==> config.mk <==
export PLATFORM = sky130hd
export DESIGN_NAME = disc_elastic_collision_update_top
export DESIGN_NICKNAME = d
export VERILOG_FILES = /design/src/hw/rtl/decu_pkg.sv /design/src/hw/rtl/disc_elastic_collision_update_top.sv /design/src/hw/rtl/decu_div.sv
export SDC_FILE = /design/constraint.sdc
export NUM_CORES = 2
export LEC_CHECK = 0
export BUFFER_PORTS_ARGS = -buffer_cell sky130_fd_sc_hd__buf_2
export CORE_MARGIN = 2
export CORE_UTILIZATION = 55
export CTS_CLUSTER_DIAMETER = 80
export CTS_CLUSTER_SIZE = 16
export DETAILED_ROUTE_END_ITERATION = 12
export GPL_ROUTABILITY_DRIVEN = 1
export PLACE_DENSITY_LB_ADDON = 0.05
export SYNTH_ARGS = -nofsm -noshare
export SYNTH_HDL_FRONTEND = slang
export SYNTH_HIERARCHICAL = 1
export SYNTH_SLANG_ARGS = --single-unit
==> constraint.sdc <==
create_clock -name clk_i -period 15.3 [get_ports clk_i]
set_clock_uncertainty 0.05 [all_clocks]
set_input_delay 1.53 -clock clk_i [delete_from_list [all_inputs] [get_ports clk_i]]
set_output_delay 1.53 -clock clk_i [all_outputs]
set_load 0.01 [all_outputs]
==> src/hw/rtl/decu_pkg.sv <==
// ----------------------------------------------------------------------------
// decu_pkg
// Shared types and constants of the disc elastic collision update block.
// ----------------------------------------------------------------------------
package decu_pkg;

  localparam int unsigned DivNumW  = 58;  // dividend width
  localparam int unsigned DivDenW  = 32;  // divisor width
  localparam int unsigned DivQuoW  = 27;  // quotient width, one bit per step
  localparam int unsigned DivCntW  = 5;

  typedef enum logic [1:0] {
    CMD_BORDER = 2'd0,
    CMD_BALL   = 2'd1,
    CMD_MOVE   = 2'd2,
    CMD_SET    = 2'd3
  } cmd_e;

  typedef struct packed {
    logic               start;
    logic [DivNumW-1:0] num;
    logic [DivDenW-1:0] den;
  } div_req_t;

  typedef struct packed {
    logic               done;
    logic [DivQuoW-1:0] quo;
  } div_rsp_t;

endpackage

==> src/hw/rtl/disc_elastic_collision_update_top.sv <==
// ----------------------------------------------------------------------------
// disc_elastic_collision_update_top
// Velocity, position and hit counters of one disc under elastic collisions.
// ----------------------------------------------------------------------------
// The block holds one transaction at a time: in_stall_o is high from accept
// until the result transaction leaves. out_valid_o rises in the cycle after
// accept for a border hit or set velocity; a move tick first passes through
// S_MV_Y and S_MV_F, and a ball hit through the norm, dot product, multiply
// and divide steps (the mass-ratio divide is skipped when both masses are
// zero). The block returns to idle in the cycle after the result is taken.
// The ball hit time is set by the shared 27-step bit-serial divider, which
// runs four times (projection and mass ratio, for x and for y; two when both
// masses are zero), and by the single shared multiplier that forms every
// product in turn. A zero-length axis sends a ball hit from S_CHK straight
// to the result, with degenerate set. own_mass is written through the config
// channel, which is always ready; write it only while the block is idle.
module disc_elastic_collision_update_top
  import decu_pkg::*;
(
  input  logic               clk_i,
  input  logic               rst_ni,
  input  logic               cfg_valid_i,
  output logic               cfg_ready_o,
  input  logic        [15:0] cfg_own_mass_i,
  input  logic               in_valid_i,
  output logic               in_stall_o,
  input  logic        [1:0]  command_i,
  input  logic signed [15:0] axis_x_i,
  input  logic signed [15:0] axis_y_i,
  input  logic signed [23:0] other_vel_x_i,
  input  logic signed [23:0] other_vel_y_i,
  input  logic        [15:0] other_mass_i,
  input  logic        [15:0] delta_time_i,
  output logic               out_valid_o,
  input  logic               out_stall_i,
  output logic signed [23:0] vel_x_o,
  output logic signed [23:0] vel_y_o,
  output logic signed [31:0] pos_x_o,
  output logic signed [31:0] pos_y_o,
  output logic        [15:0] ball_hits_o,
  output logic        [15:0] border_hits_o,
  output logic               degenerate_o
);

  localparam logic [3:0] S_IDLE  = 4'd0;
  localparam logic [3:0] S_NRM_X = 4'd1;
  localparam logic [3:0] S_NRM_Y = 4'd2;
  localparam logic [3:0] S_DOT_X = 4'd3;
  localparam logic [3:0] S_DOT_Y = 4'd4;
  localparam logic [3:0] S_CHK   = 4'd5;
  localparam logic [3:0] S_TMUL  = 4'd6;
  localparam logic [3:0] S_TDIV  = 4'd7;
  localparam logic [3:0] S_TWAIT = 4'd8;
  localparam logic [3:0] S_LMUL  = 4'd9;
  localparam logic [3:0] S_LDIV  = 4'd10;
  localparam logic [3:0] S_LWAIT = 4'd11;
  localparam logic [3:0] S_APPLY = 4'd12;
  localparam logic [3:0] S_MV_Y  = 4'd13;
  localparam logic [3:0] S_MV_F  = 4'd14;
  localparam logic [3:0] S_OUT   = 4'd15;

  localparam logic signed [23:0] VelMax = 24'sh7FFFFF;
  localparam logic signed [23:0] VelMin = -24'sh800000;
  localparam logic signed [31:0] PosMax = 32'sh7FFFFFFF;
  localparam logic signed [31:0] PosMin = -32'sh80000000;

  logic [3:0] state_q, state_d;

  // Item fields, held for the whole transaction.
  logic [1:0]         cmd_q;
  logic signed [15:0] ax_q, ay_q;
  logic signed [23:0] ovx_q, ovy_q;
  logic [15:0]        m2_q, dt_q;

  // Architectural state.
  logic [15:0]        own_mass_q;
  logic signed [23:0] vx_q, vy_q;
  logic signed [31:0] px_q, py_q;
  logic [15:0]        ball_cnt_q, border_cnt_q;
  logic               degen_q;

  // Working registers.
  logic [31:0]        norm2_q;
  logic signed [41:0] dot_q;
  logic signed [59:0] prod_q;
  logic [26:0]        t_q, dl_q;
  logic               comp_q;

  // Shared multiplier.
  logic signed [41:0] mul_a;
  logic signed [17:0] mul_b;
  logic signed [59:0] mul_p;

  div_req_t div_req;
  div_rsp_t div_rsp;

  logic               in_acc;
  logic [16:0]        msum;
  logic signed [15:0] c_sel;
  logic signed [23:0] v_sel;
  logic [41:0]        dot_mag;
  logic [16:0]        c_mag;
  logic               neg_dir;
  logic signed [28:0] v_new;
  logic signed [23:0] v_sat;
  logic [23:0]        vx_mag, vy_mag;
  logic [39:0]        step_sum;
  logic [23:0]        step;
  logic signed [31:0] p_sel;
  logic               v_neg;
  logic signed [33:0] p_new;
  logic signed [31:0] p_sat;
  logic signed [24:0] neg_x, neg_y;

  assign in_acc      = in_valid_i && !in_stall_o;
  assign in_stall_o  = (state_q != S_IDLE);
  assign cfg_ready_o = 1'b1;
  assign msum        = {1'b0, own_mass_q} + {1'b0, m2_q};

  assign c_sel   = comp_q ? ay_q : ax_q;
  assign v_sel   = comp_q ? vy_q : vx_q;
  assign dot_mag = dot_q[41] ? 42'(-dot_q) : 42'(dot_q);
  assign c_mag   = c_sel[15] ? 17'(-{c_sel[15], c_sel}) : {1'b0, c_sel};
  assign neg_dir = dot_q[41] ^ c_sel[15];
  assign vx_mag  = vx_q[23] ? 24'(-{vx_q[23], vx_q}) : 24'(vx_q);
  assign vy_mag  = vy_q[23] ? 24'(-{vy_q[23], vy_q}) : 24'(vy_q);

  // Select multiplier operands for the current step.
  always_comb begin
    mul_a = '0;
    mul_b = '0;
    unique case (state_q)
      S_NRM_X: begin
        mul_a = 42'(ax_q);
        mul_b = 18'(ax_q);
      end
      S_NRM_Y: begin
        mul_a = 42'(ay_q);
        mul_b = 18'(ay_q);
      end
      S_DOT_X: begin
        mul_a = 42'(25'(ovx_q) - 25'(vx_q));
        mul_b = 18'(ax_q);
      end
      S_DOT_Y: begin
        mul_a = 42'(25'(ovy_q) - 25'(vy_q));
        mul_b = 18'(ay_q);
      end
      S_TMUL: begin
        mul_a = signed'(dot_mag);
        mul_b = signed'({1'b0, c_mag});
      end
      S_LMUL: begin
        mul_a = signed'({15'd0, t_q});
        mul_b = signed'({2'b00, m2_q});
      end
      S_IDLE, S_MV_Y: begin
        // S_IDLE feeds the x step of a move tick, S_MV_Y the y step.
        mul_a = signed'({18'd0, (state_q == S_IDLE) ? vx_mag : vy_mag});
        mul_b = signed'({2'b00, (state_q == S_IDLE) ? delta_time_i : dt_q});
      end
      default: begin
        mul_a = '0;
        mul_b = '0;
      end
    endcase
  end

  assign mul_p = mul_a * mul_b;

  // Velocity correction along one axis component, saturated.
  always_comb begin
    v_new = neg_dir ? (29'(v_sel) - signed'({2'b00, dl_q}))
                    : (29'(v_sel) + signed'({2'b00, dl_q}));
    if (v_new > 29'(VelMax))      v_sat = VelMax;
    else if (v_new < 29'(VelMin)) v_sat = VelMin;
    else                          v_sat = v_new[23:0];
  end

  // Position step, rounded on the magnitude, saturated.
  always_comb begin
    step_sum = prod_q[39:0] + 40'h8000;
    step     = step_sum[39:16];
    p_sel    = (state_q == S_MV_Y) ? px_q : py_q;
    v_neg    = (state_q == S_MV_Y) ? vx_q[23] : vy_q[23];
    p_new    = v_neg ? (34'(p_sel) - signed'({10'd0, step}))
                     : (34'(p_sel) + signed'({10'd0, step}));
    if (p_new > 34'(PosMax))      p_sat = PosMax;
    else if (p_new < 34'(PosMin)) p_sat = PosMin;
    else                          p_sat = p_new[31:0];
  end

  assign neg_x = -25'(vx_q);
  assign neg_y = -25'(vy_q);

  always_comb begin
    div_req.start = 1'b0;
    div_req.num   = '0;
    div_req.den   = '0;
    if (state_q == S_TDIV) begin
      div_req.start = 1'b1;
      div_req.num   = prod_q[57:0] + 58'(norm2_q >> 1);
      div_req.den   = norm2_q;
    end else if (state_q == S_LDIV) begin
      div_req.start = 1'b1;
      div_req.num   = {prod_q[56:0], 1'b0} + 58'(msum >> 1);
      div_req.den   = 32'(msum);
    end
  end

  decu_div u_div (
    .clk_i  (clk_i),
    .rst_ni (rst_ni),
    .req_i  (div_req),
    .rsp_o  (div_rsp)
  );

  // Sequencer.
  always_comb begin
    state_d = state_q;
    unique case (state_q)
      S_IDLE: begin
        if (in_acc) begin
          unique case (cmd_e'(command_i))
            CMD_BALL: state_d = S_NRM_X;
            CMD_MOVE: state_d = S_MV_Y;
            default:  state_d = S_OUT;
          endcase
        end
      end
      S_NRM_X: state_d = S_NRM_Y;
      S_NRM_Y: state_d = S_DOT_X;
      S_DOT_X: state_d = S_DOT_Y;
      S_DOT_Y: state_d = S_CHK;
      S_CHK:   state_d = (norm2_q == '0) ? S_OUT : S_TMUL;
      S_TMUL:  state_d = S_TDIV;
      S_TDIV:  state_d = S_TWAIT;
      S_TWAIT: state_d = div_rsp.done ? S_LMUL : S_TWAIT;
      S_LMUL:  state_d = (msum == '0) ? S_APPLY : S_LDIV;
      S_LDIV:  state_d = S_LWAIT;
      S_LWAIT: state_d = div_rsp.done ? S_APPLY : S_LWAIT;
      S_APPLY: state_d = comp_q ? S_OUT : S_TMUL;
      S_MV_Y:  state_d = S_MV_F;
      S_MV_F:  state_d = S_OUT;
      S_OUT:   state_d = out_stall_i ? S_OUT : S_IDLE;
      default: state_d = S_IDLE;
    endcase
  end

  always_ff @(posedge clk_i or negedge rst_ni) begin
    if (!rst_ni) begin
      state_q      <= S_IDLE;
      own_mass_q   <= 16'd256;
      vx_q         <= '0;
      vy_q         <= '0;
      px_q         <= '0;
      py_q         <= '0;
      ball_cnt_q   <= '0;
      border_cnt_q <= '0;
      degen_q      <= 1'b0;
      comp_q       <= 1'b0;
    end else begin
      state_q <= state_d;
      if (cfg_valid_i) own_mass_q <= cfg_own_mass_i;
      unique case (state_q)
        S_IDLE: begin
          if (in_acc) begin
            degen_q <= 1'b0;
            comp_q  <= 1'b0;
            unique case (cmd_e'(command_i))
              CMD_BORDER: begin
                // x normal wins; negating the most negative value saturates
                if (axis_x_i != '0) begin
                  vx_q <= (neg_x > 25'(VelMax)) ? VelMax : neg_x[23:0];
                end else if (axis_y_i != '0) begin
                  vy_q <= (neg_y > 25'(VelMax)) ? VelMax : neg_y[23:0];
                end
                border_cnt_q <= border_cnt_q + 16'd1;
              end
              CMD_BALL: ball_cnt_q <= ball_cnt_q + 16'd1;
              CMD_SET: begin
                vx_q <= other_vel_x_i;
                vy_q <= other_vel_y_i;
              end
              default: ;
            endcase
          end
        end
        S_CHK: degen_q <= (norm2_q == '0);
        S_APPLY: begin
          if (comp_q) vy_q <= v_sat;
          else        vx_q <= v_sat;
          comp_q <= 1'b1;
        end
        S_MV_Y: px_q <= p_sat;
        S_MV_F: py_q <= p_sat;
        default: ;
      endcase
    end
  end

  // Payload and working registers.
  always_ff @(posedge clk_i) begin
    if (in_acc) begin
      cmd_q <= command_i;
      ax_q  <= axis_x_i;
      ay_q  <= axis_y_i;
      ovx_q <= other_vel_x_i;
      ovy_q <= other_vel_y_i;
      m2_q  <= other_mass_i;
      dt_q  <= delta_time_i;
    end
    unique case (state_q)
      S_IDLE, S_NRM_X, S_TMUL, S_LMUL, S_MV_Y: prod_q <= mul_p;
      S_NRM_Y: begin
        norm2_q <= prod_q[31:0];
        prod_q  <= mul_p;
      end
      S_DOT_X: begin
        norm2_q <= norm2_q + prod_q[31:0];
        prod_q  <= mul_p;
      end
      S_DOT_Y: begin
        dot_q  <= prod_q[41:0];
        prod_q <= mul_p;
      end
      S_CHK: dot_q <= dot_q + prod_q[41:0];
      S_TWAIT: if (div_rsp.done) t_q <= div_rsp.quo;
      default: ;
    endcase
    if (state_q == S_LMUL && msum == '0) dl_q <= '0;
    if (state_q == S_LWAIT && div_rsp.done) dl_q <= div_rsp.quo;
  end

  assign out_valid_o   = (state_q == S_OUT);
  assign vel_x_o       = vx_q;
  assign vel_y_o       = vy_q;
  assign pos_x_o       = px_q;
  assign pos_y_o       = py_q;
  assign ball_hits_o   = ball_cnt_q;
  assign border_hits_o = border_cnt_q;
  assign degenerate_o  = degen_q && (cmd_q == CMD_BALL);

endmodule

==> src/hw/rtl/decu_div.sv <==
// ----------------------------------------------------------------------------
// decu_div
// Restoring bit-serial divider, one quotient bit per cycle.
// ----------------------------------------------------------------------------
module decu_div
  import decu_pkg::*;
(
  input  logic     clk_i,
  input  logic     rst_ni,
  input  div_req_t req_i,
  output div_rsp_t rsp_o
);

  logic [DivDenW-1:0] rem_q;
  logic [DivQuoW-1:0] quo_q;
  logic [DivDenW-1:0] den_q;
  logic [DivCntW-1:0] cnt_q;
  logic               busy_q;
  logic               done_q;
  logic [DivDenW:0]   trial;
  logic [DivDenW:0]   diff;
  logic               qbit;

  always_comb begin
    trial = {rem_q, quo_q[DivQuoW-1]};
    diff  = trial - {1'b0, den_q};
    qbit  = (trial >= {1'b0, den_q});
  end

  // Upper dividend bits are known to be below the divisor (quotient fits).
  always_ff @(posedge clk_i or negedge rst_ni) begin
    if (!rst_ni) begin
      busy_q <= 1'b0;
      done_q <= 1'b0;
      cnt_q  <= '0;
    end else begin
      done_q <= busy_q && (cnt_q == DivCntW'(1));
      if (req_i.start) begin
        busy_q <= 1'b1;
        cnt_q  <= DivCntW'(DivQuoW);
      end else if (busy_q) begin
        cnt_q <= cnt_q - DivCntW'(1);
        if (cnt_q == DivCntW'(1)) busy_q <= 1'b0;
      end
    end
  end

  always_ff @(posedge clk_i) begin
    if (req_i.start) begin
      rem_q <= {1'b0, req_i.num[DivNumW-1:DivQuoW]};
      quo_q <= req_i.num[DivQuoW-1:0];
      den_q <= req_i.den;
    end else if (busy_q) begin
      rem_q <= qbit ? diff[DivDenW-1:0] : trial[DivDenW-1:0];
      quo_q <= {quo_q[DivQuoW-2:0], qbit};
    end
  end

  assign rsp_o.done = done_q;
  assign rsp_o.quo  = quo_q;

endmodule

==> impl_metrics.py <==
metrics = {
    "run_status": {
        "outcome": "completed",
    },
    "drt": {
        "routed_wl_um": 256000,
        "drt_iter0_drc": 7538,
        "drc_errors": 0,
        "avgViaCountPerCell": 6.36,
        "wire_per_inst_um": 26.4,
        "first_pass_iters": 9,
        "vias": 61600,
        "ant_nets": 0,
    },
    "finish": {
        "nets": 9274,
        "area_delta_synth_final_pct": 7.06,
        "stdcell_area_sq_mm": 0.0745,
        "regArea_sq_mm": 0.0161,
        "fill_cells": 11400,
        "drive_gt1_share_pct": 8.77,
        "multiInputGateArea_sq_mm": 0.0487,
    },
    "critical_path": {
        "critPathSlowestCell": "a211oi_1",
        "cp_data_required_time_ns": 15.64,
        "cp-start-kind": "register",
        "rr_endpoint": "prod_q[55]",
        "endpoint_kind": "register",
        "path_common_cell": "fa_1",
        "critPathMaxStageDelay_ns": 1.27,
        "r2r_cells": 30,
        "criticalPathCategory": "reg2reg",
        "path_max_fanout": 16,
        "r2r_setup_slack_ns": 3.45,
        "arrival_ns": 12.19,
        "worst_r2r_startpoint": "state_q[1]",
    },
    "timing": {
        "setup_ws_ns": 3.45,
        "slew_violations": 0,
        "finalSetupViolations": 0,
        "grt_setup_unrepaired": "false",
        "post-route-min-period_ns": 11.85,
        "fin_tns_setup_ns": 0,
        "timing_worst_slew_pin_value_ns": 1.43,
        "fin_crit_sh_pct": 77.5,
        "slew_headroom_pct": 3.85,
        "max_freq_ghz": 0.0844,
        "hold_violations": 0,
    },
    "clock_network": {
        "htreeDepth": 2,
        "cts_tree": "built",
        "cts_root_buffer": "clkbuf_16",
        "cts.path.max_buffers": 3,
        "path_clk_slew_ns": 0.08,
        "post_cts_buffers": 0,
        "cts.sinks": 564,
        "insertion_delay_ns": 0.68,
        "cts_made_buffers": 48,
        "cts_hold_buffers": 0,
        "cts_resized": 0,
    },
    "placement": {
        "port_buffers": 281,
        "placed_cell_area_sq_mm": 0.0730,
        "dp_hpwl_um": 201000,
        "gp_congestion": 1.03,
        "place_worst_setup_slack_ns": 3.81,
    },
    "min_path": {
        "min_path_type": "reg2reg",
        "worstHoldStart": "border_hits_o[15]",
        "min_path_cells": 1,
        "holdPathEnd": "border_hits_o[15]",
    },
    "floorplanning": {
        "start_util_pct": 55.4,
        "die-height_um": 360,
        "row_count": 130,
        "die_area_sq_mm": 0.129,
        "core-area_sq_mm": 0.126,
        "die_w_um": 360,
        "io_pins": 283,
    },
    "logic_synthesis": {
        "ys_warn_count": 6,
        "syn_area_sq_mm": 0.0696,
        "seq_area_frac_synth_pct": 23.1,
        "synth_area_leaders": "fa_1, edfxtp_1, ha_1",
        "synth_top_cell_area_share_pct": 20.4,
        "avgSynthCellArea_sq_um": 8.83,
        "mappedNetlistNets": 9161,
        "ys_ff_latch": 564,
        "yosys-top-cells-count": "nand2_1, inv_1, fa_1, nor2_1, ha_1",
        "yosysUniqueCellTypes": 112,
        "synth.most_common_cell": "nand2_1",
        "synth-async-reset-ratio_pct": 30.7,
        "postSynthCellCount": 7886,
        "synth_edf_count": 390,
        "ys_dominant_reg_cell": "edfxtp_1",
        "yosysTopAreaCell": "fa_1",
    },
    "global_route": {
        "grt_use_met3_pct": 7.76,
        "met1_usage_pct": 55.3,
        "top_usage_layer": "met2",
        "grt_max_degree": 111,
        "grt_pass1_wl_um": 380000,
        "globalRouteMet2Util_pct": 57.7,
        "antenna_found_initial": 6,
        "first_global_vias": 59300,
        "grt_use_total_pct": 39.0,
        "overflow": 0,
    },
    "flow_run": {
        "cap_violations": 0,
    },
}
[placed cells by master, fill, tap and decap left out, types with 24 or more instances in the layout]
cell type / Yosys / layout
and2_1: 145 / 145
o31ai_1: 62 / 61
nor3_1: 128 / 121
dfrtp_1: 172 / 171
clkbuf_16: 0 / 48
a31oi_1: 101 / 101
and3_1: 55 / 55
o21ai_1: 27 / 24
a22oi_1: 48 / 46
ha_1: 431 / 431
a21o_1: 141 / 141
inv_1: 987 / 986
or2_2: 26 / 26
nand2_1: 1030 / 1027
o21bai_1: 39 / 39
nand3_1: 145 / 140
nor2_1: 534 / 528
xor2_1: 205 / 205
a211oi_1: 54 / 53
nor4_1: 56 / 55
o22ai_1: 70 / 70
o21ai_0: 377 / 375
nand4_1: 59 / 59
or3_1: 51 / 51
mux2_2: 68 / 68
buf_2: 18 / 280
mux2i_1: 32 / 32
nand2b_1: 94 / 94
buf_4: 9 / 132
o21a_1: 73 / 73
o211ai_1: 30 / 30
edfxtp_1: 390 / 390
nor2b_1: 65 / 65
fa_1: 709 / 709
xnor2_1: 355 / 354
a21oi_1: 353 / 353
[worst max-delay path by stage]
stage	from	to
floorplan	comp_q	prod_q[45]
global placement	state_q[1]	prod_q[55]
detailed placement	state_q[1]	prod_q[55]
CTS	state_q[1]	prod_q[55]
global route	state_q[1]	prod_q[55]
finish	state_q[1]	prod_q[55]
[flip-flops by register name (all words and copies together), names as in the netlist, 24 cells and up]
signal / flops
dl_q: 27
dot_q: 42
norm2_q: 32
ovx_q: 24
ovy_q: 24
pos_x_o: 32
pos_y_o: 32
prod_q: 58
t_q: 27
u_div/den_q: 32
u_div/quo_q: 27
u_div/rem_q: 32
vel_x_o: 24
vel_y_o: 24
[worst max-delay path, delay by kind of cell (launching register included)]
family                   cells  cell delay [ns]
AO/OA/AOI/OAI               10             4.47
XOR/XNOR                     1             0.11
adder cells (fa/ha/maj)      7             3.46
buffers and inverters        6             0.70
flip-flops                   1             0.69
AND/OR/NAND/NOR              6             2.06
[layout make-up]
| cell class | instances | share of cell area [%] |
|---|---|---|
| flip-flops and latches | 564 | 21.6 |
| well taps | 1650 | 2.77 |
| multi-input cells | 5981 | 65.4 |
| clock inverters | 20 | 0.277 |
| inverters | 991 | 5.00 |
| repair buffers | 413 | 3.23 |
| diodes | 4 | 0.0134 |
| clock buffers | 70 | 1.76 |
[metal layers]
| metal | vias up | wire length, um |
|---|---|---|
| met2 | 3525 | 110000 |
| met5 | - | 40 |
| met3 | 619 | 26700 |
| met4 | 6 | 14300 |
| li1 | 27100 | - |
| met1 | 30400 | 106000 |
[cells by family (layout without fill, tap and decap cells)]
logic type / count (synthesis) / count (layout) / share of synthesized area, %
other: 1 / 5 / 0.00539
AO/OA/AOI/OAI: 1674 / 1674 / 15.8
buffers and inverters: 1341 / 1494 / 7.40
XOR/XNOR: 561 / 561 / 7.07
AND/OR/NAND/NOR: 2486 / 2486 / 16.5
multiplexers: 113 / 113 / 1.85
flip-flops: 564 / 564 / 23.1
adder cells (fa/ha/maj): 1146 / 1146 / 28.2
[per-stage QoR]
| step | utilization [%] | hold WS (ns) | cells |
|---|---|---|---|
| 2_1_floorplan | - | 0.387 | 7886 |
| 3_5_place_dp | 58.1 | 0.413 | 9599 |
| 5_1_grt | 59.3 | 0.438 | 9689 |
| 3_3_place_gp | 58.1 | 0.408 | 9599 |
| 4_1_cts | 59.3 | 0.425 | 9689 |
| 6_report | 59.3 | 0.419 | 9693 |
Power is left out: the tool's default activity adds up to more than one toggle a clock period on the data nets, which glitch-free logic cannot reach.
